**config.mk**
```make
export PLATFORM = sky130hd
export DESIGN_NAME = ntcavg_log2
export DESIGN_NICKNAME = d
export VERILOG_FILES = /design/src/hw/rtl/ntcavg_pkg.sv /design/src/hw/rtl/ntcavg_log2.sv
export SDC_FILE = /design/constraint.sdc
export NUM_CORES = 2
export LEC_CHECK = 0
export BUFFER_PORTS_ARGS = -buffer_cell sky130_fd_sc_hd__buf_2
export CORE_ASPECT_RATIO = 1.25
export CORE_MARGIN = 10
export CORE_UTILIZATION = 35
export DETAILED_ROUTE_END_ITERATION = 10
export SLEW_MARGIN = 40
export SYNTH_ARGS = -nofsm -noshare
export SYNTH_HDL_FRONTEND = slang
export SYNTH_SLANG_ARGS = --single-unit
```
**constraint.sdc**
```tcl
create_clock -name aclk -period 9.3 [get_ports aclk]
set_clock_uncertainty 0.2 [all_clocks]
set_input_delay 0.93 -clock aclk [delete_from_list [all_inputs] [get_ports aclk]]
set_output_delay 0.93 -clock aclk [all_outputs]
set_load 0.01 [all_outputs]
```
**src/hw/rtl/ntcavg_pkg.sv**
```systemverilog
// ntcavg_pkg: widths, constants and shared result types of the thermistor converter.
// Used by the ring, the log2 unit, the divider, the top level and the bench; depends on nothing.
`timescale 1ns / 1ps

package ntcavg_pkg;

    // Default geometry
    localparam int RING_DEPTH_DEF = 16;
    localparam int BATCH_SIZE_DEF = 4;

    // Field and register widths
    localparam int SAMPLE_W = 10;
    localparam int RES_W    = 20;   // divider / nominal resistor registers
    localparam int TEMP_W   = 15;   // signed centi-degree values
    localparam int BETA_W   = 14;
    localparam int CFG_W    = 20;   // widest register
    localparam int IDX_W    = 2;

    // Logarithm unit
    localparam int LOG_W   = 40;    // operand width
    localparam int E_W     = 6;     // leading-one position
    localparam int FRAC_W  = 16;    // Q16 fraction
    localparam int LOGR_W  = E_W + FRAC_W;
    localparam int MANT_W  = 31;    // Q30 mantissa in [1,2)

    // Beta equation datapath
    localparam int L2_W    = LOGR_W + 1;        // signed log difference
    localparam int T0K_W   = 16;                // nominal temp in 0.01 K
    localparam int HB_W    = 21;                // 100 * beta
    localparam int PROD1_W = T0K_W + 1 + L2_W;  // t0k * l2, signed
    localparam int P_W     = PROD1_W + 17;      // * ln2, signed
    localparam int DEN_W   = 42;                // denominator, signed
    localparam int DV_W    = DEN_W - 1;         // positive denominator
    localparam int NUM_W   = HB_W + T0K_W + 16;
    localparam int X_W     = NUM_W + 1;
    localparam int Q_W     = 16;

    // Constants
    localparam logic [9:0]  FULL_SCALE   = 10'd1023;
    localparam int          KELVIN_CENTI = 27315;
    localparam logic [15:0] LN2_Q16      = 16'd45426;
    localparam int          T_MIN_CENTI  = -4000;
    localparam int          T_MAX_CENTI  = 15000;
    localparam logic [Q_W-1:0] TK_MIN = Q_W'(KELVIN_CENTI + T_MIN_CENTI);
    localparam logic [Q_W-1:0] TK_MAX = Q_W'(KELVIN_CENTI + T_MAX_CENTI);

    // Register reset values
    localparam logic [RES_W-1:0]  RS_RESET   = 20'd10000;
    localparam logic [RES_W-1:0]  R0_RESET   = 20'd10000;
    localparam logic [TEMP_W-1:0] T0_RESET   = 15'd2500;
    localparam logic [BETA_W-1:0] BETA_RESET = 14'd3950;

    // Register indexes
    localparam logic [IDX_W-1:0] REG_SERIES  = 2'd0;
    localparam logic [IDX_W-1:0] REG_NOMINAL = 2'd1;
    localparam logic [IDX_W-1:0] REG_T0      = 2'd2;
    localparam logic [IDX_W-1:0] REG_BETA    = 2'd3;

    // Log unit result
    typedef struct packed {
        logic              done;
        logic [LOGR_W-1:0] value;   // e * 2^16 + fraction
    } log_res_t;

    // Divider result
    typedef struct packed {
        logic           done;
        logic           ovf;        // quotient would not fit Q_W bits
        logic [Q_W-1:0] quot;
    } div_res_t;

endpackage

```
**src/hw/rtl/ntcavg_log2.sv**
```systemverilog
// ntcavg_log2: iterative Q16 base-2 logarithm (normalize shift, then 16 squarings).
// Uses ntcavg_pkg for widths and the log_res_t result type.
`timescale 1ns / 1ps

module ntcavg_log2 (
    input  logic                         aclk,
    input  logic                         aresetn,
    input  logic                         start,
    input  logic [ntcavg_pkg::LOG_W-1:0] operand,
    output ntcavg_pkg::log_res_t         res
);
    import ntcavg_pkg::*;

    typedef enum logic [2:0] {
        L_IDLE = 3'b001,
        L_NORM = 3'b010,
        L_SQ   = 3'b100
    } lstate_t;

    lstate_t             state_reg;
    logic [LOG_W-1:0]    v_reg;
    logic [E_W-1:0]      e_reg;
    logic [MANT_W-1:0]   m_reg, m_next;
    logic [FRAC_W-1:0]   frac_reg;
    logic [3:0]          cnt_reg;
    logic                done_reg;
    logic [LOGR_W-1:0]   val_reg;
    logic [2*MANT_W-1:0] sq;
    logic [MANT_W:0]     sq_hi;
    logic                bit_set;

    // One squaring step of the mantissa
    always_comb begin
        sq      = m_reg * m_reg;
        sq_hi   = sq[2*MANT_W-1:MANT_W-1];
        bit_set = sq_hi[MANT_W];
        m_next  = bit_set ? sq_hi[MANT_W:1] : sq_hi[MANT_W-1:0];
    end

    // Sequencer
    always_ff @(posedge aclk) begin
        if (!aresetn) begin
            state_reg <= L_IDLE;
            done_reg  <= 1'b0;
        end else begin
            done_reg <= 1'b0;
            unique case (state_reg)
                L_IDLE: begin
                    if (start) begin
                        state_reg <= L_NORM;
                    end
                end
                L_NORM: begin
                    if (v_reg[LOG_W-1] || e_reg == '0) begin
                        state_reg <= L_SQ;
                    end
                end
                L_SQ: begin
                    if (cnt_reg == 4'd15) begin
                        state_reg <= L_IDLE;
                        done_reg  <= 1'b1;
                    end
                end
                default: state_reg <= L_IDLE;
            endcase
        end
    end

    // Datapath
    always_ff @(posedge aclk) begin
        case (state_reg)
            L_IDLE: begin
                v_reg   <= operand;
                e_reg   <= E_W'(LOG_W - 1);
                cnt_reg <= '0;
            end
            L_NORM: begin
                if (v_reg[LOG_W-1] || e_reg == '0) begin
                    m_reg    <= v_reg[LOG_W-1 -: MANT_W];
                    frac_reg <= '0;
                end else begin
                    v_reg <= {v_reg[LOG_W-2:0], 1'b0};
                    e_reg <= e_reg - 1'b1;
                end
            end
            L_SQ: begin
                m_reg    <= m_next;
                frac_reg <= {frac_reg[FRAC_W-2:0], bit_set};
                cnt_reg  <= cnt_reg + 1'b1;
                if (cnt_reg == 4'd15) begin
                    val_reg <= {e_reg, frac_reg[FRAC_W-2:0], bit_set};
                end
            end
            default: ;
        endcase
    end

    assign res.done  = done_reg;
    assign res.value = val_reg;

endmodule

```
Word level (Yosys, flattened, before mapping). Cells that the tools add are included.

Word-level logic and storage cells: 44. Input bits: 43. Output and inout bits: 23. Register bits: 122.

Mux-type cells: 15. Multiply operators: 1. Add/subtract/negate cells: 2. Reduce and logical (&&, ||, !) cells: 10. Equal/unequal tests: 8.

Operator list (count): 40-bit one-hot mux with 2 select lines (1); 31-bit by 31-bit multiplier with 62-bit output (1); 31-bit 2-to-1 mux (2); 31-bit one-hot mux with 2 select lines (1); 40-bit 2-to-1 mux (1); 15-bit one-hot mux with 2 select lines (1); 15-bit 2-to-1 mux (1); 6-bit one-hot mux with 2 select lines (1); 3-bit 2-to-1 mux (3); 3-bit one-hot mux with 3 select lines (1); 2-bit != test, second input constant (4); 4-bit one-hot mux with 2 select lines (1); 2-bit AND reduction (4); 6-bit logical NOT (1); 6-bit 2-to-1 mux (1); 2-bit nonzero test (3); 6-bit by 1-bit subtractor with 6-bit output, second input constant (1); 4-bit by 1-bit adder with 4-bit output, second input constant (1); 4-bit equality test, second input constant (1); 3-bit by 1-bit equality test with 1-bit output, second input constant (1); 3-bit by 2-bit equality test with 1-bit output, second input constant (1); 3-bit equality test, second input constant (1); 3-bit AND reduction (1); 1-bit logical OR (1); 1-bit 2-to-1 mux (1).

Logic depth before layout (Yosys ltp).
Depth in word-level cells: 4. Depth in mapped cells: 30. Mapped depth without buffers: 28.

Worst setup path after synthesis. No wires, ideal clock.

Path kind: reg2reg. From: register m_reg[9]. To: register m_reg[24], data pin. Period minus slack after synthesis: 7.864 ns. Arrival time: 7.406 ns. Required time: 8.842 ns. Setup time: 0.258 ns. Path buffers: 2. Slack: 1.436 ns. Stages on the path, launching flop included: 27. Path through: edfxtp_1 > clkbuf_1 > clkbuf_1 > nand2_1 > fa_1 > fa_1 > inv_1 > fa_1 > inv_1 > fa_1 > inv_1 > fa_1 > fa_1 > fa_1 > inv_1 > fa_1 > inv_1 > ha_1 > nand2_1 > or3_1 > nor4_1 > a21oi_1 > o31ai_2 > a41oi_1 > or3b_1 > a31oi_1 > a21oi_1.

Word-level cells in the longest chain between the ends: 3.

RTL lines: start: declaration (line ntcavg_log2.sv:23) `logic [MANT_W-1:0] m_reg, m_next;`; start signal: assignment (line ntcavg_log2.sv:79) `m_reg <= v_reg[LOG_W-1 -: MANT_W];`; start signal: assignment (line ntcavg_log2.sv:87) `m_reg <= m_next;`; 31-bit by 31-bit multiplier with 62-bit output (line ntcavg_log2.sv:34) `sq = m_reg * m_reg;`; 31-bit 2-to-1 mux (line ntcavg_log2.sv:37) `m_next = bit_set ? sq_hi[MANT_W:1] : sq_hi[MANT_W-1:0];`; 31-bit one-hot mux with 2 select lines (line ntcavg_log2.sv:71) `case (state_reg)`.

Every way passes these cells. A chain may end at the register's enable or synchronous reset.

Worst setup path after layout.
From: register m_reg[13]. To: register m_reg[25], data pin.

Same word-level chain as after synthesis.

==> impl_metrics.csv <==
group,metric,value,unit
run_status,outcome,"completed",
place,place_congestion,0.9176,
setup_path,crit_top_cell,"fa_1",
hold_path,holdCritStartpoint,"frac_reg[14]",
clocking,cts_tree,"yes",
setup_path,cp-start-kind,"flip-flop",
global_route,grt_max_degree,62,
cells_and_area,largest_register_ffs,40,
global_route,grt.overflow.total,0,
floorplan,die_h,359.4,um
synthesis,syn_nets,4401,
synthesis,ys_seq_elements,122,
clocking,insertion_delay,0.41,ns
setup_path,cp_slowest_cell,"edfxtp_1",
setup_path,cp-end-kind,"flip-flop",
cells_and_area,syn_to_final_growth,8.024,%
synthesis,syn_area,32260,um^2
sta,rsz0062_at_grt,"no",
sta,hold_viol_final,0,
floorplan,die_x,291.6,um
clocking,cts_sinks,122,
synthesis,synth_async_sr_flop_share,0,%
drt,drc,0,
synthesis,yosysUniqueCellTypes,75,
clocking,cts_made_buffers,17,
clocking,cts.path.max_buffers,2,
sta,period_share,94.82,%
sta,layout_min_cycle_time,8.819,ns
setup_path,critPathMaxStageDelay,0.86,ns
clocking,cts_setup_buffers,0,
floorplan,die-area,104800,um^2
clocking,hold_buffers,0,
cells_and_area,multiInputGateArea,24750,um^2
clocking,cts_resized,0,
global_route,grt_util_all_layers,16.24,%
synthesis,ys.flop_type,"edfxtp_1",
drt,vias,21970,
drt,drtIter0Drc,1214,
place,io_buffer_count,65,
sta,max_slew_margin,37.88,%
sta,clock.fmax,113.4,MHz
setup_path,cp.required,9.23,ns
setup_path,crit_family,"adder cells",
drt,detail-route-antenna-nets,0,
setup_path,crit_buf_inv,6,
floorplan,core-area,91540,um^2
sta,fin_tns_setup,0,ns
setup_path,ff2ff_setup_slack,0.48,ns
global_route,antenna_found_initial,2,
sta,worst_pin_slew,0.9318,ns
setup_path,cp_max_fo,14,
synthesis,synth_edf_count,118,
place,hpwl,71180,um
clocking,cts.clk_slew.worst_paths,0.05,ns
floorplan,core.rowCount,124,
setup_path,r2r_cells,25,
setup_path,cp.arrival,8.75,ns
sta,setup_viol,0,
setup_path,crit_type,"flip-flop to flip-flop",
synthesis,ys_warn_count,0,
floorplan,start_util,35.24,%
synthesis,netlist_instances,3340,
drt,wirelength,83710,um
setup_path,reg2reg_to,"m_reg[25]",
global_route,grt_pass1_wl,134700,um
run,maxCapViolCount,0,
floorplan,num_io_pins,66,
cells_and_area,regArea,3625,um^2
sta,final_max_slew_viol_count,0,
cells_and_area,fin_nets,4433,
cells_and_area,fill_cells,9250,
hold_path,min_path_cells,0,
drt,drt-pass1-iter-count,6,
drt,viasPerCell,4.792,
setup_path,r2r-start,"m_reg[13]",
drt,post_drt_wl_per_cell,18.26,um
cells_and_area,drive_above_1_share,5.790,%
synthesis,yosysSeqAreaShare,11.23,%
clocking,htreeDepth,4,
synthesis,avgSynthCellArea,9.659,um^2
hold_path,min_to,"val_reg[15]",
hold_path,hp-class,"flip-flop to flip-flop",
clocking,root_buffer,"clkbuf_16",
global_route,first_global_vias,24810,
## placed cells by master (no fill, tap or decap), drive strengths merged, types with 4 or more instances in the layout
cell,instances
a21o,52
nand4,12
ha,271
nand3,19
and3,27
o21bai,8
o211ai,7
and2,194
o21a,11
or3,7
nand2,438
nor2b,8
dfxtp,4
a21oi,68
buf,139
a31o,7
xor2,26
edfxtp,118
o21ai,59
xnor2,34
inv,914
mux2i,31
fa,747
a31oi,9
nor3,9
nor2,71
or2,5
a311oi,4
clkbuf,21
nand2b,8
clkinv,8
a221o,4
## synthesized netlist by cell type (31+ instances only)
cell	number	area, um^2
inv_1	914	3431
fa_1	747	14950
nand2_1	438	1644
ha_1	271	3391
and2_1	192	1201
edfxtp_1	118	3543
clkbuf_1	116	435.4
nor2_1	69	259.0
a21oi_1	68	340.3
a21o_1	52	390.4
xnor2_1	34	297.8
o21ai_0	32	160.2
mux2i_1	31	310.3
## kinds of logic after synthesis
family,share of synthesized area [%]
flip-flops,11.23
AND/OR/NAND/NOR,11.87
multiplexers,1.032
buffers and inverters,12.20
AO/OA/AOI/OAI,5.181
adder cells (fa/ha/maj),56.86
XOR/XNOR,1.629
## worst max path at each step
stage                    from   endpoint  slack [ns]  depth (start not counted)
floorplan            m_reg[9]  m_reg[24]        1.44                         26
global placement    m_reg[10]  m_reg[25]        0.59                         25
detailed placement  m_reg[13]  m_reg[13]        0.56                         25
CTS                 m_reg[11]  m_reg[17]        0.53                         22
global route        m_reg[11]  m_reg[17]        0.07                         22
finish              m_reg[13]  m_reg[25]        0.48                         25
## layer usage
metal	track usage [%]	part of all wire, %
met5	0	0
met4	5.464	3.4
met2	31.53	56
met3	1.352	3.5
met1	18.25	37
## worst reg2reg max path: stages (launching register included)
cell      delay [ns]
edfxtp_1        0.86
buf_4           0.39
nand2_1         0.15
fa_1            0.54
inv_1           0.05
fa_1            0.49
inv_1           0.05
fa_1            0.47
fa_1            0.53
inv_1           0.06
fa_1            0.56
fa_1            0.44
fa_1            0.49
inv_1           0.05
fa_1            0.48
inv_1           0.04
ha_1            0.33
nand2_1         0.19
or3_1           0.41
nor4_1          0.22
a21oi_1         0.27
o31ai_2         0.38
a41oi_1         0.20
or3b_1          0.45
a21oi_1         0.18
o31ai_2         0.07
## stage by stage
step / instance area, um^2 / setup WS [ns] / util [%] / hold WS [ns] / instances
floorplan: 32260 / 1.436 / - / 0.2003 / 3340
CTS: 34830 / 0.5302 / 38.05 / 0.2376 / 4581
detailed placement: 34290 / 0.5625 / 37.46 / 0.2219 / 4549
global route: 34850 / 0.07431 / 38.07 / 0.2541 / 4583
global placement: 34240 / 0.5884 / 37.40 / 0.2217 / 4547
finish: 34850 / 0.4814 / 38.07 / 0.2372 / 4584
## layout make-up
cell class	count	share of cell area, %
Tap cell	1197	4.297
Inverter	914	9.844
Clock inverter	11	0.2980
Antenna cell	2	0.01436
Sequential cell	122	10.40
Multi-Input combinational cell	2178	71.01
Timing Repair Buffer	139	2.869
Clock buffer	21	1.264
Power is not shown: default switching activity piles up to over one toggle a cycle in this logic, so the estimate is an artifact.
