--- src/hw/rtl/ntcavg_pkg.sv ---
// ntcavg_pkg: widths, constants and shared result types of the thermistor converter.
// Used by the ring, the log2 unit, the divider, the top level and the bench; depends on nothing.
`timescale 1ns / 1ps

package ntcavg_pkg;

    // Default geometry
    localparam int RING_DEPTH_DEF = 16;
    localparam int BATCH_SIZE_DEF = 4;

    // Field and register widths
    localparam int SAMPLE_W = 10;
    localparam int RES_W    = 20;   // divider / nominal resistor registers
    localparam int TEMP_W   = 15;   // signed centi-degree values
    localparam int BETA_W   = 14;
    localparam int CFG_W    = 20;   // widest register
    localparam int IDX_W    = 2;

    // Logarithm unit
    localparam int LOG_W   = 40;    // operand width
    localparam int E_W     = 6;     // leading-one position
    localparam int FRAC_W  = 16;    // Q16 fraction
    localparam int LOGR_W  = E_W + FRAC_W;
    localparam int MANT_W  = 31;    // Q30 mantissa in [1,2)

    // Beta equation datapath
    localparam int L2_W    = LOGR_W + 1;        // signed log difference
    localparam int T0K_W   = 16;                // nominal temp in 0.01 K
    localparam int HB_W    = 21;                // 100 * beta
    localparam int PROD1_W = T0K_W + 1 + L2_W;  // t0k * l2, signed
    localparam int P_W     = PROD1_W + 17;      // * ln2, signed
    localparam int DEN_W   = 42;                // denominator, signed
    localparam int DV_W    = DEN_W - 1;         // positive denominator
    localparam int NUM_W   = HB_W + T0K_W + 16;
    localparam int X_W     = NUM_W + 1;
    localparam int Q_W     = 16;

    // Constants
    localparam logic [9:0]  FULL_SCALE   = 10'd1023;
    localparam int          KELVIN_CENTI = 27315;
    localparam logic [15:0] LN2_Q16      = 16'd45426;
    localparam int          T_MIN_CENTI  = -4000;
    localparam int          T_MAX_CENTI  = 15000;
    localparam logic [Q_W-1:0] TK_MIN = Q_W'(KELVIN_CENTI + T_MIN_CENTI);
    localparam logic [Q_W-1:0] TK_MAX = Q_W'(KELVIN_CENTI + T_MAX_CENTI);

    // Register reset values
    localparam logic [RES_W-1:0]  RS_RESET   = 20'd10000;
    localparam logic [RES_W-1:0]  R0_RESET   = 20'd10000;
    localparam logic [TEMP_W-1:0] T0_RESET   = 15'd2500;
    localparam logic [BETA_W-1:0] BETA_RESET = 14'd3950;

    // Register indexes
    localparam logic [IDX_W-1:0] REG_SERIES  = 2'd0;
    localparam logic [IDX_W-1:0] REG_NOMINAL = 2'd1;
    localparam logic [IDX_W-1:0] REG_T0      = 2'd2;
    localparam logic [IDX_W-1:0] REG_BETA    = 2'd3;

    // Log unit result
    typedef struct packed {
        logic              done;
        logic [LOGR_W-1:0] value;   // e * 2^16 + fraction
    } log_res_t;

    // Divider result
    typedef struct packed {
        logic           done;
        logic           ovf;        // quotient would not fit Q_W bits
        logic [Q_W-1:0] quot;
    } div_res_t;

endpackage

--- src/hw/rtl/ntcavg_ring.sv ---
// ntcavg_ring: sample ring memory with write slot, fill count and running sum.
// Uses ntcavg_pkg for the sample width.
`timescale 1ns / 1ps

module ntcavg_ring #(
    parameter int RING_DEPTH = ntcavg_pkg::RING_DEPTH_DEF,
    parameter int SUM_W      = 14,
    parameter int FILL_W     = 5
) (
    input  logic                          aclk,
    input  logic                          aresetn,
    input  logic                          upd,      // store sample, update sum
    input  logic [ntcavg_pkg::SAMPLE_W-1:0] sample,
    output logic [SUM_W-1:0]              sum,
    output logic [FILL_W-1:0]             filled
);
    import ntcavg_pkg::*;

    localparam int SLOT_W = (RING_DEPTH > 1) ? $clog2(RING_DEPTH) : 1;

    logic [SAMPLE_W-1:0] ring_mem [RING_DEPTH];
    logic [SAMPLE_W-1:0] rd_reg;
    logic [SLOT_W-1:0]   slot_reg, slot_next;
    logic [FILL_W-1:0]   filled_reg, filled_next;
    logic [SUM_W-1:0]    sum_reg, sum_next;
    logic                occupied;

    // Memory: read of the current slot is always registered
    always_ff @(posedge aclk) begin
        rd_reg <= ring_mem[slot_reg];
        if (upd) begin
            ring_mem[slot_reg] <= sample;
        end
    end

    // Next slot, fill count and sum
    always_comb begin
        occupied    = FILL_W'(slot_reg) < filled_reg;
        slot_next   = (slot_reg == SLOT_W'(RING_DEPTH - 1)) ? '0 : slot_reg + 1'b1;
        filled_next = occupied ? filled_reg : FILL_W'(slot_reg) + 1'b1;
        sum_next    = sum_reg - (occupied ? SUM_W'(rd_reg) : '0) + SUM_W'(sample);
    end

    always_ff @(posedge aclk) begin
        if (!aresetn) begin
            slot_reg   <= '0;
            filled_reg <= '0;
            sum_reg    <= '0;
        end else if (upd) begin
            slot_reg   <= slot_next;
            filled_reg <= filled_next;
            sum_reg    <= sum_next;
        end
    end

    assign sum    = sum_reg;
    assign filled = filled_reg;

    // Checks
    a_fill_bound: assert property (@(posedge aclk) disable iff (!aresetn)
        filled_reg <= FILL_W'(RING_DEPTH))
        else $error("fill count beyond ring depth");
    a_sum_bound: assert property (@(posedge aclk) disable iff (!aresetn)
        sum_reg <= SUM_W'(filled_reg) * SUM_W'(FULL_SCALE))
        else $error("running sum exceeds full scale times fill");
    a_fill_grows: assert property (@(posedge aclk) disable iff (!aresetn)
        upd |=> filled_reg >= $past(filled_reg))
        else $error("fill count decreased");

endmodule

--- config.mk ---
export PLATFORM = sky130hd
export DESIGN_NAME = ntcavg_ring
export DESIGN_NICKNAME = d
export VERILOG_FILES = /design/src/hw/rtl/ntcavg_pkg.sv /design/src/hw/rtl/ntcavg_ring.sv
export SDC_FILE = /design/constraint.sdc
export NUM_CORES = 1
export LEC_CHECK = 0
export ABC_AREA = 1
export BUFFER_PORTS_ARGS = -buffer_cell sky130_fd_sc_hd__buf_2
export CAP_MARGIN = 20
export CORE_MARGIN = 3
export CORE_UTILIZATION = 45
export DETAILED_ROUTE_END_ITERATION = 6
export GPL_TIMING_DRIVEN = 0
export PLACE_DENSITY_LB_ADDON = 0.1
export SLEW_MARGIN = 40
export SYNTH_ARGS = -nofsm -noshare
export SYNTH_HDL_FRONTEND = slang
export SYNTH_SLANG_ARGS = --single-unit
--- constraint.sdc ---
create_clock -name aclk -period 6.55 [get_ports aclk]
set_input_delay 1.965 -clock aclk [delete_from_list [all_inputs] [get_ports aclk]]
set_output_delay 1.965 -clock aclk [all_outputs]
set_load 0.02 [all_outputs]
Yosys cells after proc, flatten, opt, wreduce, memory -nomap -nowiden. Memories as Yosys holds them, arrays and structs flattened. A register that Yosys moved wholly into a read port is not among the register bits. Index checks and enable logic that the tools add are counted.

Flip-flop bits (word level): 23. Memory bits (writable): 160. Input bits: 13. Output and inout bits: 19. Memories: 1.

Memory list: ring_mem (depth 16, bits a word 10, read ports 1, clocked after memory_dff 1, write ports 1, line ntcavg_ring.sv:21) `logic [SAMPLE_W-1:0] ring_mem [RING_DEPTH];`.

Add/sub/neg operators: 4. $lt $le $gt $ge: 1. Equal/unequal tests: 1. Mux-type cells: 4. Bitwise operators: 1. Reductions and logical operators: 1.

Operator list (count): $add A14 B10 Y14 (1); $sub A14 B10 Y14 (1); $mux W10 (1); $add A4 B1 Y5 const B (1); $lt A4 B5 Y1 (1); $add A4 B1 Y4 const B (1); $eq A4 B4 Y1 const B (1); $mux W4 (1); $mux W1 (2); $reduce_and A2 Y1 (1); $not A1 Y1 (1).

Logic depth before layout (Yosys ltp). Gate-level depths: netlist of the first run.

Depth in word-level cells: 4. Depth in mapped cells: 22.

Worst setup path after synthesis of the first run. No wires, ideal clock.

Path kind: input to register. Start: input port sample[2] (netlist name). End: register sum_reg[9], in the netlist sum[9]. Arrival time: 3.578 ns. Path slack: 2.863 ns. Stages on the path: 13. Path through: inv_1 fa_1 inv_1 ha_1 or2_1 nand3_2 nand2_2 nand2_1 nand2_1 nand2_1 nand3_1 nand2_1 inv_1.

Longest elaborated chain between the ends: 1.

Ends and longest elaborated chain: from (decl) (line ntcavg_ring.sv:13) `input logic [ntcavg_pkg::SAMPLE_W-1:0] sample,`; $add A14 B10 Y14 (line ntcavg_ring.sv:41) `sum_next = sum_reg - (occupied ? SUM_W'(rd_reg) : '0) + SUM_W'(sample);`; to (signal assigned) (line ntcavg_ring.sv:52) `sum_reg <= sum_next;`; to (decl) (line ntcavg_ring.sv:25) `logic [SUM_W-1:0] sum_reg, sum_next;`.

Every way passes these cells. A chain may end at the register's enable or synchronous reset.

Worst setup path in the final report of the first run.
Start: input port sample[1] (netlist name). End: register sum_reg[12], in the netlist sum[12].

Same word-level chain as after synthesis.

==> results of run 1 <==
[cell usage in the layout (no fill, tap or decap), drive strengths merged]
cell type  instances
a21oi             27
a2bb2oi            1
buf               51
bufinv             1
clkbuf            34
clkinv             5
clkinvlp           3
dfxtp             33
edfxtp           160
fa                10
ha                21
inv              119
nand2            124
nand3             28
nand3b             1
nand4             14
nor2             124
o211ai             3
o21ai             89
o21bai             1
o22ai             40
or2                1
xnor2              3
xor2               4
[metrics by stage]
step	utilization (%)	power [mW]	hold WS (ns)	cell area, µm²	setup WS, ns
floorplan	-	2.338	0.5477	8707	2.863
global placement	48.76	2.618	0.4673	9183	2.202
detailed placement	48.96	2.631	0.4635	9220	2.197
CTS	52.03	3.649	0.4745	9798	2.666
global route	52.05	3.877	0.5014	9801	2.477
finish	52.05	3.632	0.4721	9801	2.674
[how the worst max path moves through the flow]
| stage | endpoint | slack [ns] | cells past startpoint |
|---|---|---|---|
| CTS | sum[12] | 2.67 | 12 |
| global route | sum[7] | 2.48 | 12 |
| global placement | sum[12] | 2.20 | 12 |
| floorplan | sum[9] | 2.86 | 13 |
| detailed placement | sum[12] | 2.20 | 12 |
| finish | sum[12] | 2.67 | 12 |
[layer usage]
metal	share of wire, %	track usage [%]	up-vias
li1	-	-	2933
met1	45	27.84	2913
met2	48	33.94	170
met3	5.1	3.904	30
met4	1.9	7.550	0
met5	0	0	-
[cell families (layout without fill, tap and decap cells)]
| kind of cell | after synthesis | count (layout) | synth area share (%) |
|---|---|---|---|
| simple gates | 292 | 292 | 13.61 |
| flops | 193 | 193 | 62.77 |
| buf+inv | 151 | 213 | 7.458 |
| compound gates | 161 | 161 | 10.15 |
| xor+xnor | 7 | 7 | 0.7041 |
| fa+ha+maj | 31 | 31 | 5.317 |
[critical path, cell delays in order]
cell and delay (ns):
buf_2 0.35, inv_1 0.14, fa_1 0.54, fa_1 0.47, inv_1 0.10, nand3_1 0.07
nand3_1 0.18, nand3_1 0.13, nand4_1 0.09, nand3_1 0.08, nand2_1 0.07, inv_1 0.03
[synth_stat cells (14+ instances only)]
cell      instances  share of area, %
ha_1             21               3.0
o22ai_1          40               2.9
o21ai_0          69               4.0
dfxtp_1          33               7.6
nand3_1          27               1.6
nand4_1          14               1.0
nor2_1          123               5.3
o21ai_1          20               1.1
a21oi_1          27               1.6
edfxtp_1        160                55
clkbuf_1         14              0.60
inv_1           111               4.8
nand2_1         122               5.3
[cell type report]
cell class / instances / area, µm² / area share (%)
Inverter: 113 / 426.7 / 4.353
Clock buffer: 17 / 425.4 / 4.341
Clock inverter: 15 / 152.6 / 1.558
Buffer: 38 / 222.7 / 2.272
Sequential cell: 193 / 5465 / 55.76
Timing Repair Buffer: 30 / 150.1 / 1.532
Multi-Input combinational cell: 491 / 2633 / 26.86
Tap cell: 260 / 325.3 / 3.319
[power groups by stage]
stage,combinational [mW],clock (mW),sequential (mW)
3_3_place_gp,1.17,0,1.45
2_1_floorplan,0.849,0,1.49
5_1_grt,1.36,1.09,1.43
6_report,1.19,1.03,1.42
3_5_place_dp,1.18,0,1.45
4_1_cts,1.19,1.04,1.42
==> metrics.csv, run 1 <==
stage;metric;value;unit
power;Lkg Pwr;3.854;nW
cells_and_area;max reg flops;160;
global_route;first-pass GRT wire length;33.61;mm
cts;worst-case clock buffer depth;2;
synthesis;post-synthesis sequential area ratio;62.77;%
power;Pwr Density;370.6;nW/µm²
power;VDD IR-drop max;0.1752;mV
power;Net Sw Frac;35.58;%
global_route;Total GRT Usage;20.75;%
hold_path;hold path endpoint;filled[0];
cells_and_area;Final Non-Filler Cells;1157;
sta;fin crit period;3.876;ns
drt;Vias/cell;5.226;
job;Max Cap Viol;0;
worst_setup_path;CP max FO;17;
drt;DR vias;6046;
global_route;remaining global-route overflow;0;
sta;Final setup viols;0;
power;part of the power in registers;39.1;%
synthesis;Synth Register Bits;193;
die;# IOs;32;
run_status;status;finished clean;
cts;clock sinks;193;
die;# rows;50;
global_route;vias in the first global route;5909;
drt;wire per inst;18.63;µm
power;Net Sw Power;1.292;mW
synthesis;YS warnings;0;
cts;Setup Fix Bufs, Post-CTS;0;
cells_and_area;Synth-to-Final Area Change;12.56;%
sta;RSZ-0062 raised after global routing;no;
synthesis;Async SR Flop Fraction;0;%
sta;setup TNS;0;ns
place;final HPWL from detailed placement;14.77;mm
sta;Rel. slew slack;57.45;%
sta;Max Slew Vio Count;0;
worst_setup_path;Reg2Reg Depth;17;
sta;worst-margin pin slew;0.6376;ns
sta;f_max;258.0;MHz
hold_path;min-delay worst type;reg2reg;
drt;first-pass detailed-route iteration total;6;
cells_and_area;diode count;0;
worst_setup_path;r2r endpoint;sum[12];
die;die area;21050;µm²
synthesis;synth unique cells;32;
synthesis;mapped cell area;8707;µm²
die;Die W;145.1;µm
power;Logic pwr share;32.6;%
cells_and_area;nets;928;
die;initial core utilization;46.24;%
cts;H-tree levels;4;
cts;CTS Hold Bufs;0;
die;core area;18830;µm²
worst_setup_path;Critical Path Start Type;input pin;
drt;initial drt markers;414;
synthesis;Main synth FF type;edfxtp_1;
cts;Clk Tree Root Cell;clkbuf_16;
power;clock power share;28.3;%
cells_and_area;share of layout cells above drive strength 1;11.82;%
synthesis;EDFF count, synth;160;
sta;clk_skew;0.008773;ns
global_route;antenna violations before repair;0;
worst_setup_path;Reg2Reg Setup Slack;3.19;ns
worst_setup_path;WP data arrival;4.22;ns
hold_path;HP Start;filled[0];
global_route;largest net degree at the start of global routing;19;
synthesis;Post-Synthesis Cells;835;
cts;PostCTS Resize Cnt;0;
drt;ANT nets after route;0;
cells_and_area;fillcell total;1724;
power;Power Internal;2.340;mW
drt;DRC viols;0;
cts;Worst-path clk slew;0.08;ns
synthesis;syn nets;879;
hold_path;cell depth of the worst hold path;2;
drt;WL final;21.55;mm
worst_setup_path;CP Launch Point;sample[1];
worst_setup_path;nature of the critical path endpoint;flop;
sta;final worst-path cycle share;59.18;%
worst_setup_path;Req. time, crit path;6.89;ns
die;Die H;145.1;µm
sta;Hold Vio Cnt, Final;0;
worst_setup_path;CP Class;in2reg;
cts;clock latency on the worst-skew pair;0.44;ns
cts;CTS tree;done;
synthesis;Synth Area per Inst;10.43;µm²
cts;CTS buffer count;17;
place;Inst Count DP;1125;
worst_setup_path;FF-to-FF Start;slot_reg[3];
place;GPL Wtd Cong;0.9331;
place;buffers added on ports;30;
No activity file was read; power rests on OpenSTA's default activity.
==> run 2: changes to the inputs <==
==> constraint.sdc (replaced) <==
create_clock -name aclk -period 3.35 [get_ports aclk]
set_input_delay 1.005 -clock aclk [delete_from_list [all_inputs] [get_ports aclk]]
set_output_delay 1.005 -clock aclk [all_outputs]
set_load 0.02 [all_outputs]
==> metrics.csv, run 2 (same netlist as run 1, synthesis figures left out) <==
stage;metric;value;unit;change
run_status;status;finished clean;;
power;Logic pwr share;33.5;%;+0.9 points
place;GPL Wtd Cong;0.9331;;unchanged
sta;Final setup viols;0;;unchanged
cells_and_area;Synth-to-Final Area Change;13.15;%;
global_route;antenna violations before repair;0;;unchanged
sta;fin crit period;3.095;ns;
power;Power Internal;4.627;mW;+98%
sta;Hold Vio Cnt, Final;0;;unchanged
die;Die W;145.1;µm;unchanged
die;core area;18830;µm²;unchanged
hold_path;cell depth of the worst hold path;2;;unchanged
worst_setup_path;WP data arrival;3.43;ns;-0.79 ns
cells_and_area;commonest cells after routing, fill and taps aside;edfxtp_1, nand2_1, inv_1;;
cts;CTS Hold Bufs;0;;unchanged
global_route;vias in the first global route;5898;;-0.19%
drt;first-pass detailed-route iteration total;6;;unchanged
drt;DR vias;6038;;-0.13%
sta;Rel. slew slack;57.95;%;+0.50 points
worst_setup_path;Req. time, crit path;3.68;ns;-3.21 ns
drt;ANT nets after route;0;;unchanged
cells_and_area;most common cell after layout, fill and taps aside;edfxtp_1;;
cells_and_area;fillcell total;1722;;-0.12%
die;# rows;50;;unchanged
hold_path;HP Start;filled[0];;
die;# IOs;32;;unchanged
power;part of the power in registers;38.6;%;-0.5 points
sta;final worst-path cycle share;92.39;%;
global_route;largest net degree at the start of global routing;19;;unchanged
hold_path;min-delay worst type;reg2reg;;
place;buffers added on ports;30;;unchanged
drt;DRC viols;0;;unchanged
power;Net Sw Power;2.562;mW;+98%
worst_setup_path;Reg2Reg Depth;16;;-1
worst_setup_path;FF-to-FF Start;filled[2];;
cells_and_area;max reg flops;160;;unchanged
cts;worst-case clock buffer depth;2;;unchanged
power;Overall Power;7.189;mW;+98%
drt;initial drt markers;437;;+5.6%
global_route;met1 Resource Use GR;27.86;%;about the same
power;Pwr Density;729.7;nW/µm²;+97%
sta;f_max;323.1;MHz;
drt;wire per inst;18.65;µm;+0.12%
cells_and_area;diode count;0;;unchanged
die;Die H;145.1;µm;unchanged
sta;worst-margin pin slew;0.6300;ns;-0.007567 ns
global_route;met2 usage;33.94;%;unchanged
sta;RSZ-0062 raised after global routing;no;;
worst_setup_path;CP max FO;5;;-12
power;Lkg Pwr;3.870;nW;+0.41%
power;VDD IR-drop max;0.3435;mV;+96%
die;die area;21050;µm²;unchanged
cts;CTS tree;done;;
cts;H-tree levels;4;;unchanged
cts;Clk Tree Root Cell;clkbuf_16;;
global_route;met3 Track Usage GR;3.904;%;unchanged
sta;clk_skew;0.008007;ns;-0.0007663 ns
worst_setup_path;r2r endpoint;sum[6];;
cells_and_area;nets;930;;+0.22%
sta;Max Slew Vio Count;0;;unchanged
power;Net Sw Frac;35.64;%;+0.063 points
global_route;remaining global-route overflow;0;;unchanged
global_route;first-pass GRT wire length;33.60;mm;about the same
cts;Worst-path clk slew;0.08;ns;about the same
hold_path;hold path endpoint;filled[0];;
power;clock power share;27.9;%;-0.4 points
drt;WL final;21.62;mm;+0.30%
worst_setup_path;Critical Path Start Type;flop;;
place;final HPWL from detailed placement;14.77;mm;unchanged
cells_and_area;share of layout cells above drive strength 1;13.01;%;+1.2 points
sta;hold_ws;0.4710;ns;-0.001063 ns
cts;clock sinks;193;;unchanged
worst_setup_path;CP Class;reg2reg;;
die;initial core utilization;46.24;%;unchanged
job;Max Cap Viol;0;;unchanged
worst_setup_path;nature of the critical path endpoint;flop;;
cts;clock latency on the worst-skew pair;0.44;ns;about the same
worst_setup_path;Reg2Reg Setup Slack;0.26;ns;-2.93 ns
global_route;global route hottest layer;met2;;
cts;CTS buffer count;17;;unchanged
drt;Vias/cell;5.210;;-0.30%
global_route;Total GRT Usage;20.76;%;about the same
run 2: changes by cell type in the layout (fill, tap and decap cells not counted), moves of 2 or more:
| cell | change |
|---|---|
| ha_1 | -2 |
| nand2_2 | +2 |
| dfxtp_2 | +2 |
| nor2_2 | +2 |
| nor2_1 | -2 |
| dfxtp_1 | -2 |
| nand2_1 | -2 |
run 2: timing repair:
action                     4_1_cts  5_1_grt
buffers inserted                 0        1
pin swaps                        0        2
gates cloned                     0        1
setup endpoints to repair        1       11
gates resized for setup          1       10
run 2: worst max path at each step:
stage	slack, ns	startpoint	end	cells after the start
finish	0.26	filled[2]	sum[6]	16
global route	0.009	filled[3]	sum[10]	19
CTS	0.03	slot_reg[1]	sum[12]	15
detailed placement	-0.04	sample[1]	sum[12]	12
global placement	-0.04	sample[1]	sum[12]	12
floorplan	0.27	filled[3]	sum[6]	18
run 2: cell type report:
cell class	instances	area (µm²)	share of cell area (%)
clock buffers	17	425.4	4.318
inverters	113	426.7	4.331
clock inverters	15	152.6	1.549
plain buffers	38	226.5	2.299
flip-flops and latches	193	5468	55.50
repair buffers	32	165.2	1.676
well taps	260	325.3	3.302
multi-input cells	491	2663	27.03
run 2: power by group through the flow:
stage	Sequential, mW	Clock (mW)	Combinational [mW]
3_5_place_dp	2.83	0	2.31
3_3_place_gp	2.83	0	2.29
2_1_floorplan	2.91	0	1.66
6_report	2.78	2.00	2.41
4_1_cts	2.78	2.03	2.32
5_1_grt	2.79	2.13	2.74
run 2: metal layers:
| layer | part of all wire [%] | routed length (µm) | vias to the layer above |
|---|---|---|---|
| met3 | 4.7 | 1010 | 35 |
| met1 | 45 | 9663 | 2912 |
| met5 | 0 | 0 | - |
| met4 | 2.2 | 477 | 0 |
| met2 | 48 | 10470 | 159 |
| li1 | - | - | 2932 |
run 2: critical path: stages (launching register included):
cell      delay, ns
dfxtp_1        0.36
inv_1          0.05
ha_1           0.30
a21oi_1        0.25
o211ai_4       0.13
buf_6          0.15
nor2_2         0.11
fa_1           0.47
fa_1           0.47
inv_1          0.10
nand3_1        0.08
nand3_2        0.12
nand2_1        0.08
nand3_1        0.07
nand3_1        0.08
o211ai_1       0.09
inv_1          0.05
run 2: per-stage QoR:
step	utilization (%)	std cells	setup WS [ns]	TNS (ns)	cell area [µm²]
2_1_floorplan	-	835	0.2722	0	8707
3_3_place_gp	48.76	1125	-0.03845	-0.03845	9183
3_5_place_dp	48.96	1125	-0.04339	-0.06393	9220
4_1_cts	52.04	1157	0.02870	0	9799
5_1_grt	52.32	1159	0.009373	0	9852
6_report	52.32	1159	0.2550	0	9852
