File: config.mk
export PLATFORM = sky130hd
export DESIGN_NAME = ntcavg_div
export DESIGN_NICKNAME = d
export VERILOG_FILES = /design/src/hw/rtl/ntcavg_pkg.sv /design/src/hw/rtl/ntcavg_div.sv
export SDC_FILE = /design/constraint.sdc
export NUM_CORES = 1
export LEC_CHECK = 0
export ABC_AREA = 1
export BUFFER_PORTS_ARGS = -buffer_cell sky130_fd_sc_hd__buf_2
export CAP_MARGIN = 5
export CORE_MARGIN = 3
export CORE_UTILIZATION = 60
export CTS_CLUSTER_SIZE = 30
export DETAILED_ROUTE_END_ITERATION = 8
export PLACE_DENSITY = 0.88
export SKIP_CTS_REPAIR_TIMING = 1
export SLEW_MARGIN = 20
export SYNTH_ARGS = -nofsm -noshare
export SYNTH_HDL_FRONTEND = slang
export SYNTH_SLANG_ARGS = --single-unit
File: constraint.sdc
create_clock -name aclk -period 4.2 [get_ports aclk]
set_input_delay 0.21 -clock aclk [delete_from_list [all_inputs] [get_ports aclk]]
set_output_delay 0.21 -clock aclk [all_outputs]
set_load 0.02 [all_outputs]
File: src/hw/rtl/ntcavg_pkg.sv
// ntcavg_pkg: widths, constants and shared result types of the thermistor converter.
// Used by the ring, the log2 unit, the divider, the top level and the bench; depends on nothing.
`timescale 1ns / 1ps

package ntcavg_pkg;

    // Default geometry
    localparam int RING_DEPTH_DEF = 16;
    localparam int BATCH_SIZE_DEF = 4;

    // Field and register widths
    localparam int SAMPLE_W = 10;
    localparam int RES_W    = 20;   // divider / nominal resistor registers
    localparam int TEMP_W   = 15;   // signed centi-degree values
    localparam int BETA_W   = 14;
    localparam int CFG_W    = 20;   // widest register
    localparam int IDX_W    = 2;

    // Logarithm unit
    localparam int LOG_W   = 40;    // operand width
    localparam int E_W     = 6;     // leading-one position
    localparam int FRAC_W  = 16;    // Q16 fraction
    localparam int LOGR_W  = E_W + FRAC_W;
    localparam int MANT_W  = 31;    // Q30 mantissa in [1,2)

    // Beta equation datapath
    localparam int L2_W    = LOGR_W + 1;        // signed log difference
    localparam int T0K_W   = 16;                // nominal temp in 0.01 K
    localparam int HB_W    = 21;                // 100 * beta
    localparam int PROD1_W = T0K_W + 1 + L2_W;  // t0k * l2, signed
    localparam int P_W     = PROD1_W + 17;      // * ln2, signed
    localparam int DEN_W   = 42;                // denominator, signed
    localparam int DV_W    = DEN_W - 1;         // positive denominator
    localparam int NUM_W   = HB_W + T0K_W + 16;
    localparam int X_W     = NUM_W + 1;
    localparam int Q_W     = 16;

    // Constants
    localparam logic [9:0]  FULL_SCALE   = 10'd1023;
    localparam int          KELVIN_CENTI = 27315;
    localparam logic [15:0] LN2_Q16      = 16'd45426;
    localparam int          T_MIN_CENTI  = -4000;
    localparam int          T_MAX_CENTI  = 15000;
    localparam logic [Q_W-1:0] TK_MIN = Q_W'(KELVIN_CENTI + T_MIN_CENTI);
    localparam logic [Q_W-1:0] TK_MAX = Q_W'(KELVIN_CENTI + T_MAX_CENTI);

    // Register reset values
    localparam logic [RES_W-1:0]  RS_RESET   = 20'd10000;
    localparam logic [RES_W-1:0]  R0_RESET   = 20'd10000;
    localparam logic [TEMP_W-1:0] T0_RESET   = 15'd2500;
    localparam logic [BETA_W-1:0] BETA_RESET = 14'd3950;

    // Register indexes
    localparam logic [IDX_W-1:0] REG_SERIES  = 2'd0;
    localparam logic [IDX_W-1:0] REG_NOMINAL = 2'd1;
    localparam logic [IDX_W-1:0] REG_T0      = 2'd2;
    localparam logic [IDX_W-1:0] REG_BETA    = 2'd3;

    // Log unit result
    typedef struct packed {
        logic              done;
        logic [LOGR_W-1:0] value;   // e * 2^16 + fraction
    } log_res_t;

    // Divider result
    typedef struct packed {
        logic           done;
        logic           ovf;        // quotient would not fit Q_W bits
        logic [Q_W-1:0] quot;
    } div_res_t;

endpackage

File: src/hw/rtl/ntcavg_div.sv
// ntcavg_div: restoring divider, 16 quotient bits one per cycle, with overflow check.
// Uses ntcavg_pkg for widths and the div_res_t result type.
`timescale 1ns / 1ps

module ntcavg_div (
    input  logic                        aclk,
    input  logic                        aresetn,
    input  logic                        start,
    input  logic [ntcavg_pkg::X_W-1:0]  dividend,
    input  logic [ntcavg_pkg::DV_W-1:0] divisor,
    output ntcavg_pkg::div_res_t        res
);
    import ntcavg_pkg::*;

    localparam int SH_W = DV_W + Q_W - 1;

    logic               busy_reg;
    logic [4:0]         cnt_reg;
    logic [X_W-1:0]     rem_reg;
    logic [SH_W-1:0]    dsh_reg;
    logic [Q_W-1:0]     q_reg;
    logic               ovf_reg;
    logic               done_reg;
    logic               fits;

    // Trial subtract of the shifted divisor
    assign fits = SH_W'(rem_reg) >= dsh_reg;

    always_ff @(posedge aclk) begin
        if (!aresetn) begin
            busy_reg <= 1'b0;
            done_reg <= 1'b0;
        end else begin
            done_reg <= 1'b0;
            if (start) begin
                busy_reg <= 1'b1;
            end else if (busy_reg && cnt_reg == 5'd15) begin
                busy_reg <= 1'b0;
                done_reg <= 1'b1;
            end
        end
    end

    always_ff @(posedge aclk) begin
        if (start) begin
            rem_reg <= dividend;
            dsh_reg <= {divisor, {(Q_W-1){1'b0}}};
            ovf_reg <= (DV_W+Q_W)'(dividend) >= {divisor, {Q_W{1'b0}}};
            q_reg   <= '0;
            cnt_reg <= '0;
        end else if (busy_reg) begin
            if (fits) begin
                rem_reg <= rem_reg - X_W'(dsh_reg);
            end
            q_reg   <= {q_reg[Q_W-2:0], fits};
            dsh_reg <= dsh_reg >> 1;
            cnt_reg <= cnt_reg + 1'b1;
        end
    end

    assign res.done = done_reg;
    assign res.ovf  = ovf_reg;
    assign res.quot = q_reg;

endmodule

== After elaboration in Yosys (flattened, before gate mapping) ==
Index checks and enable logic that the tools add are counted.
Storage, ports and cells
  register bits: 134
  latch bits: 0
  memory bits (writable): 0
  bits in read-only memories: 0
  output and inout bits: 18
  memories kept: 0
Cells by class
  $add $sub $neg: 2
  multiply operators: 0
  div/mod/pow operators: 0
  $lt $le $gt $ge: 2
  equal/unequal tests: 1
  shift-type cells: 0
  multiplexer cells: 8
  bitwise operators: 1
  reductions and logical operators: 6
Operators with widths (number)
  54-bit two-way mux: 3
  56-bit two-way mux: 2
  54-bit by 57-bit >= comparator with 1-bit output: 1
  54-bit by 56-bit >= comparator with 1-bit output: 1
  54-bit subtractor: 1
  2-bit nonzero test: 3
  5-bit by 1-bit adder with 5-bit output (second input constant): 1
  5-bit by 4-bit == test with 1-bit output (second input constant): 1
  1-bit two-way mux: 3
  2-bit AND reduction: 1
  2-bit OR reduction: 1
  1-bit logical AND: 1
  1-bit inverter: 1

== Longest topological paths before layout ==
Gate-level depths: netlist of run 1.
  depth in word-level cells: 4
  depth in mapped cells: 15
  depth with buffers taken out: 15

== Least setup slack after synthesis of run 1 ==
OpenSTA, ideal clock, no wires.
  path type: reg-to-reg
  start point: register rem_reg[0]
  end point: register rem_reg[0], enable pin
  setup time: 0.413 ns
  arrival time: 2.807 ns
  data required time: 3.787 ns
  path slack: 0.980 ns
  stages on the path, launching flop included: 13
  cell sequence: edfxtp_1 > inv_1 > ha_1 > fa_1 > nor2_1 > o21ai_0 > nand2_1 > nand3_1 > nand3_1 > nand3_1 > nand3_1 > nand2_1 > nand2_1
Between the ends
  longest elaborated chain between the ends: 3
Ends and longest elaborated chain
  start: declaration: line ntcavg_div.sv:19  | logic [X_W-1:0] rem_reg;
  start signal: assignment: line ntcavg_div.sv:46  | rem_reg <= dividend;
  start signal: assignment: line ntcavg_div.sv:53  | rem_reg <= rem_reg - X_W'(dsh_reg);
  54-bit by 56-bit >= comparator with 1-bit output: line ntcavg_div.sv:27  | assign fits = SH_W'(rem_reg) >= dsh_reg;
  2-bit nonzero test (no source line)
  2-bit AND reduction (no source line)
No other way between the ends.
A chain may end at the register's enable or synchronous reset.

== Worst setup path in the final report of run 1 ==
  start point: register rem_reg[34]
  end point: register rem_reg[22], enable pin
Same word-level chain as after synthesis.

==> results_dict.tcl, run 1 <==
set metrics [dict create \
    slew_headroom 0.2713 \
    final_util 0.6972 \
    grt_antenna_before_repair 0 \
    slew_violations 0 \
    hold_viol_final 0 \
    drive_above_1_share 0.1060 \
    syn_to_final_growth_pct 12.46 \
    drtPass1Iterations 6 \
    antenna_cells 0 \
    avgSynthCellArea_sq_um 6.545 \
    synthDistinctLibCells 43 \
    die-area_sq_um 20500 \
    finalSetupViolCount 0 \
    timing.setup.tns_ns 0 \
    dpl_worst_slack_ns 1.180 \
    cts_root_buffer "clkbuf_16" \
    critPathArrivalTime_ns 3.19 \
    synth_edf_count 96 \
    synth_seq_area_share 0.3227 \
    numCtsBuffers 17 \
    rows 49 \
    worstMarginPinSlew_ns 1.093 \
    async_reset_ff_frac 0 \
    vias_per_cell 5.516 \
    cts_sinks 134 \
    syn_area_sq_um 11290 \
    status "finished clean" \
    nets 2029 \
    io_pins 116 \
    routed_wl_mm 33.39 \
    coreArea_sq_um 18210 \
    die_y_microns 143.2 \
    grt_pass1_wl_mm 53.14 \
    start_kind "flop" \
    hp-class "primary input to flop" \
    placed_area_sq_um 12100 \
    ir_drop_mv 0.3001 \
    vias 11460 \
    cts_buffer_depth 2 \
    min_period_ns 3.061 \
    drt_iter0_drc 1175 \
    gp_congestion 1.030 \
    cp.required_ns 4.33 \
    finalInstanceArea_sq_um 12700 \
    dp_hpwl_mm 26.47 \
    start_util 0.6200 \
    design_power_total_mw 5.399 \
    largest_reg_flops 56 \
    ant_nets 0 \
    synth-seq-cells 134 \
    dp.cells 2046 \
    period_share 0.7288 \
    multi_input_area_sq_um 6047 \
    clkTransAtPathRegs_ns 0.07 \
    cts_tree "done" \
    rsz0062_at_grt "false" \
    port_buffers 115 \
    cts.htree.levels 4 \
    final_common_cell "nand2_1" \
    first_global_vias 11020 \
    power.leakage_nw 6.868 \
    die_w_microns 143.2 \
    most-common-layout-cells "nand2_1, inv_1, buf_2" \
    ys.flop_type "edfxtp_1" \
    grt_usage 0.3283 \
    clk_latency_ns 0.44 \
    fin_skew_ns 0.01048 \
    synthesis.nets 1918 \
    critical_path_class "flop to flop" \
    cap_violations 0 \
    cp_max_fo 33 \
    grt-ovfl-total 0 \
    cp-end-kind "flop" \
    grt_max_degree 82 \
    power_density_nw_per_um2 425.2 \
    drc 0 \
    synth_cells 1725 \
    yosys_warnings 0 \
    regArea_sq_um 3643 \
    fin_cells 2078 \
    hold-worst-slack_ns 0.02097 \
    setup_slack_ns 1.139 \
    fillCellCount 1600 \
    hold_depth 3 \
    wl_per_cell_microns 16.07 \
    reg2reg_depth 12 \
    fmax_ghz 0.3267 \
]
kinds of logic (layout without fill, tap and decap cells):
group	count (synthesis)	in the layout	synth area share
compound gates	170	170	0.08711
simple gates	886	886	0.3292
xor+xnor	17	17	0.01319
buf+inv	423	547	0.1419
flops	134	134	0.3227
fa+ha+maj	95	95	0.1060
final timing paths:
kind              slack (ns)   startpoint          end
setup / recovery        1.14  rem_reg[34]  rem_reg[22]
hold / removal          0.02      aresetn     done_reg
setup reg to reg        1.14  rem_reg[34]  rem_reg[22]
hold reg to reg         0.46    q_reg[15]    q_reg[15]
critical path, stage by stage (launching register included):
cell	delay [ns]
edfxtp_1	0.38
ha_1	0.39
nand2_1	0.12
nor2_1	0.20
inv_1	0.12
nor2_1	0.15
inv_1	0.07
o21bai_1	0.20
a21oi_1	0.11
nand3_1	0.11
nand2_1	0.07
nand2_2	0.50
buf_12	0.31
per-layer routing:
metal,wire (microns),GRT usage
met4,1348,0.1376
met2,15670,0.5532
met3,2457,0.05928
met5,0,0
met1,13920,0.4157
area by class of cell:
class	instances	area share
clock buffer	18	0.03548
clock inverter	14	0.01163
multi-input combinational	1168	0.4763
tap	229	0.02257
timing repair buffer	120	0.05026
inverter	395	0.1168
sequential	134	0.2870
cell usage after synthesis (7+ instances only):
cell type,n,area (sq um)
nand2_1,599,2248
inv_1,391,1468
nand3_1,98,490.5
edfxtp_1,96,2883
nor2_1,95,356.6
ha_1,94,1176
o22ai_1,67,419.2
a21oi_1,54,270.3
dfxtp_1,38,760.7
o21ai_0,26,130.1
nand4_1,25,156.4
clkbuf_1,23,86.33
nor2_2,13,81.33
nor3_1,11,55.05
xnor2_1,11,96.34
nor4_1,9,56.30
or2_2,8,50.05
nand2_2,7,43.79
report_power, final:
part	switching, mW	total [mW]	internal, mW
clock network	0.713	1.54	0.831
registers	0.0455	1.65	1.60
logic	1.49	2.21	0.720
(Power assumes the default switching activity.)
==> run 2: changes to the inputs <==
- clock period: 4.2 -> 3.2 ns (I/O delays scaled with it)
==> results_dict.tcl, run 2 (synthesis gave the netlist of run 1 again) <==
set metrics [dict create \
    grt_max_degree 55 \
    dpl_worst_slack_ns 0.5822 \
    timing.setup.tns_ns 0 \
    fmax_ghz 0.3711 \
    antenna_cells 0 \
    grt_usage 0.3327 \
    cts_buffer_depth 2 \
    cts_sinks 134 \
    min_period_ns 2.695 \
    drt_iter0_drc 1034 \
    hold_viol_final 0 \
    slew_headroom 0.5636 \
    status "finished clean" \
    cts_root_buffer "clkbuf_16" \
    drive_above_1_share 0.1069 \
    cts_tree "done" \
    coreArea_sq_um 18210 \
    gp_congestion 1.002 \
    start_kind "flop" \
    clk_latency_ns 0.44 \
    drtPass1Iterations 5 \
    crit_path_max_incr_delay_ns 0.39 \
    hp-class "primary input to flop" \
    first_global_vias 10410 \
    critPathSlowestCell "ha_1" \
    rows 49 \
    routed_wl_mm 34.12 \
    clkTransAtPathRegs_ns 0.07 \
    cp_max_fo 54 \
    ir_drop_mv 0.3861 \
    die_y_microns 143.2 \
    power_density_nw_per_um2 559.0 \
    nets 2032 \
    drc 0 \
    rsz0062_at_grt "false" \
    power.leakage_nw 6.882 \
    finalSetupViolCount 0 \
    io_pins 116 \
    die-area_sq_um 20500 \
    vias 11240 \
    numCtsBuffers 17 \
    cp-end-kind "flop" \
    start_util 0.6200 \
    fillCellCount 1558 \
    dp_hpwl_mm 27.38 \
    hold-worst-slack_ns 0.008370 \
    worstMarginPinSlew_ns 0.6487 \
    final_common_cell "nand2_1" \
    syn_to_final_growth_pct 12.68 \
    period_share 0.8421 \
    most-common-layout-cells "nand2_1, inv_1, buf_2" \
    ant_nets 0 \
    grt_antenna_before_repair 0 \
    fin_cells 2081 \
    port_buffers 115 \
    setup_slack_ns 0.5054 \
    vias_per_cell 5.400 \
    grt-ovfl-total 0 \
    dp.cells 2048 \
    cp.required_ns 3.30 \
    critPathArrivalTime_ns 2.79 \
    largest_reg_flops 56 \
    die_w_microns 143.2 \
    critical_path_class "flop to flop" \
    cts.htree.levels 4 \
    slew_violations 0 \
    wl_per_cell_microns 16.40 \
    grt_pass1_wl_mm 52.95 \
    fin_skew_ns 0.01069 \
    path_cells "ha_1, nand2_1, nor2_1, inv_1, nor2_1, inv_1, o21bai_1, a21oi_1, nand3_1, nand2_1, nand2_2, buf_12" \
    cap_violations 0 \
]
## run 2: layout make-up
class / instances / area [sq um] / area share
tap: 229 / 286.5 / 0.02252
timing repair buffer: 123 / 663.1 / 0.05213
inverter: 395 / 1483 / 0.1166
clock inverter: 14 / 147.6 / 0.01161
multi-input combinational: 1168 / 6047 / 0.4754
sequential: 134 / 3643 / 0.2864
clock buffer: 18 / 450.4 / 0.03541
## run 2: power by group
group | internal, mW | switching (mW)
registers | 2.10 | 0.0577
logic | 0.947 | 1.97
clock network | 1.09 | 0.942
total | 4.14 | 2.97
## run 2: worst paths after layout
check / cells past startpoint / startpoint / slack (ns) / end
hold / removal: 3 / dividend[44] / 0.008 / rem_reg[44]
setup / recovery: 12 / rem_reg[33] / 0.51 / rem_reg[26]
hold reg to reg: 2 / q_reg[15] / 0.46 / q_reg[15]
setup reg to reg: 12 / rem_reg[33] / 0.51 / rem_reg[26]
## run 2: critical path: cells and delay by family, from the launching register on
family / cells / cell delay, ns
compound gates: 2 / 0.30
fa+ha+maj: 1 / 0.39
buf+inv: 3 / 0.50
flops: 1 / 0.38
simple gates: 6 / 0.74
## run 2: routing by layer
layer / vias to the layer above / global-route usage / routed length, microns
li1: 5664 / - / -
met1: 5110 / 0.4409 / 14840
met2: 398 / 0.5598 / 16070
met3: 66 / 0.04856 / 2157
met4: 0 / 0.1111 / 1053
met5: - / 0 / 0
## run 2: through the flow
stage	instance area, sq um	power, mW	util
detailed placement	12110	5.036	0.6652
floorplan	11290	4.223	-
CTS	12710	7.058	0.6981
global placement	12110	4.962	0.6652
global route	12720	7.536	0.6986
finish	12720	7.111	0.6986
==> run 3: changes to the inputs <==
- CORE_UTILIZATION: 60 -> 55
- PLACE_DENSITY: 0.88 -> 0.85
- clock period: 3.2 -> 2.3 ns (I/O delays scaled with it)
==> results_dict.tcl, run 3 (synthesis gave the netlist of run 1 again) <==
set metrics [dict create \
    syn_to_final_growth_pct 35.85 \
    cap_violations 0 \
    drc 0 \
    hold-worst-slack_ns -0.02282 \
    critPathSlowestCell "edfxtp_1" \
    grt_max_degree 53 \
    fin_skew_ns 0.009451 \
    setup_slack_ns -0.1321 \
    period_share 1.057 \
    wl_per_cell_microns 17.57 \
    cts.htree.levels 4 \
    ir_drop_mv 0.5351 \
    coreArea_sq_um 19780 \
    io_pins 116 \
    violations "negative hold slack, negative setup slack" \
    multi_input_area_sq_um 7162 \
    largest_reg_flops 56 \
    worstMarginPinSlew_ns 0.6103 \
    grt_usage 0.3203 \
    cp.depth 13 \
    slew_headroom 0.5894 \
    crit_buf_inv 3 \
    timing.setup.tns_ns -5.718 \
    regArea_sq_um 3643 \
    min_period_ns 2.432 \
    design_power_total_mw 11.65 \
    critPathTopFamily "simple AND/OR/NAND/NOR gates" \
    die-area_sq_um 22280 \
    vias 12510 \
    status "complete, but fails checks" \
    cts_sinks 134 \
    vias_per_cell 5.467 \
    first_global_vias 11470 \
    dp.cells 2222 \
    cp-end-kind "flop" \
    rows 51 \
    grt_pass1_wl_mm 56.36 \
    drive_above_1_share 0.2767 \
    fin_cells 2289 \
    start_kind "flop" \
    cts_buffer_depth 2 \
    gp_congestion 0.9717 \
    die_y_microns 149.3 \
    crit_top_cell "nand2_1" \
    grt-ovfl-total 0 \
    rsz0062_at_grt "true" \
    cp_max_fo 6 \
    clkTransAtPathRegs_ns 0.07 \
    critPathArrivalTime_ns 2.64 \
    drtPass1Iterations 5 \
    numCtsBuffers 17 \
    routed_wl_mm 40.21 \
    start_util 0.5707 \
    critical_path_class "flop to flop" \
    power_density_nw_per_um2 759.6 \
    ant_nets 0 \
    die_w_microns 149.3 \
    fillCellCount 1395 \
    nets 2204 \
    hp-class "primary input to flop" \
    clk_latency_ns 0.44 \
    final_common_cell "nand2_1" \
    slew_violations 0 \
    cts_tree "done" \
    reg2reg_depth 13 \
    antenna_cells 0 \
    dp_hpwl_mm 29.35 \
    hold_viol_final 17 \
    finalSetupViolCount 58 \
    cp.required_ns 2.50 \
    hold_depth 3 \
    cts_root_buffer "clkbuf_16" \
    power.leakage_nw 7.881 \
    crit_path_max_incr_delay_ns 0.37 \
    path_cells "ha_1, nand2_1, inv_1, nand2_1, nand2_1, inv_1, nand2_2, o21bai_4, a21oi_2, nand3_4, nand2_4, nand2_8, clkbuf_16" \
    most-common-layout-cells "nand2_1, inv_1, buf_4" \
    fmax_ghz 0.4112 \
    grt_antenna_before_repair 0 \
    drt_iter0_drc 992 \
    port_buffers 115 \
]
==> run 3: path summary, 6_finish.rpt <==
kind,startpoint,endpoint,slack [ns]
worst max-delay path,rem_reg[39],rem_reg[22],-0.13
worst min-delay path,dividend[40],rem_reg[40],-0.02
worst max register to register,rem_reg[39],rem_reg[22],-0.13
worst min register to register,q_reg[0],q_reg[0],0.47
==> run 3: per-stage QoR <==
| step | worst slack, ns | utilization | cell area (sq um) |
|---|---|---|---|
| floorplan | 0.01477 | - | 11310 |
| global placement | -0.05765 | 0.6693 | 13240 |
| detailed placement | -0.1909 | 0.6693 | 13240 |
| CTS | -0.2133 | 0.7001 | 13850 |
| global route | -0.1781 | 0.7753 | 15340 |
| finish | -0.1321 | 0.7753 | 15340 |
==> run 3: power by group <==
| part | switching [mW] | internal (mW) | total (mW) |
|---|---|---|---|
| Combinational | 3.40 | 2.33 | 5.74 |
| Clock | 1.32 | 1.52 | 2.84 |
| Sequential | 0.147 | 2.93 | 3.07 |
| Total | 4.87 | 6.78 | 11.6 |
==> run 3: final cells by class <==
type                            count  share of cell area
Inverter                          395             0.09667
Tap cell                          265             0.02162
Sequential cell                   134              0.2376
Clock inverter                     14             0.01028
Multi-Input combinational cell   1169              0.4670
Clock buffer                       18             0.02937
Timing Repair Buffer              294              0.1375
==> run 3: worst register-to-register path, cell delays in order, from the launching register on <==
cell and delay (ns):
edfxtp_1 0.37, ha_1 0.35, nand2_1 0.15, inv_1 0.08, nand2_1 0.09, nand2_1 0.11
inv_1 0.09, nand2_2 0.05, o21bai_4 0.17, a21oi_2 0.18, nand3_4 0.10, nand2_4 0.12
nand2_8 0.13, clkbuf_16 0.20
==> run 3: per-layer routing <==
metal / up-vias / wire length [microns] / GRT usage / part of all wire
met4: 0 / 1627 / 0.1016 / 0.040
met3: 117 / 2739 / 0.03251 / 0.068
met1: 5825 / 16140 / 0.4140 / 0.40
met5: - / 0 / 0 / 0
met2: 565 / 19710 / 0.5646 / 0.49
li1: 6006 / - / - / -
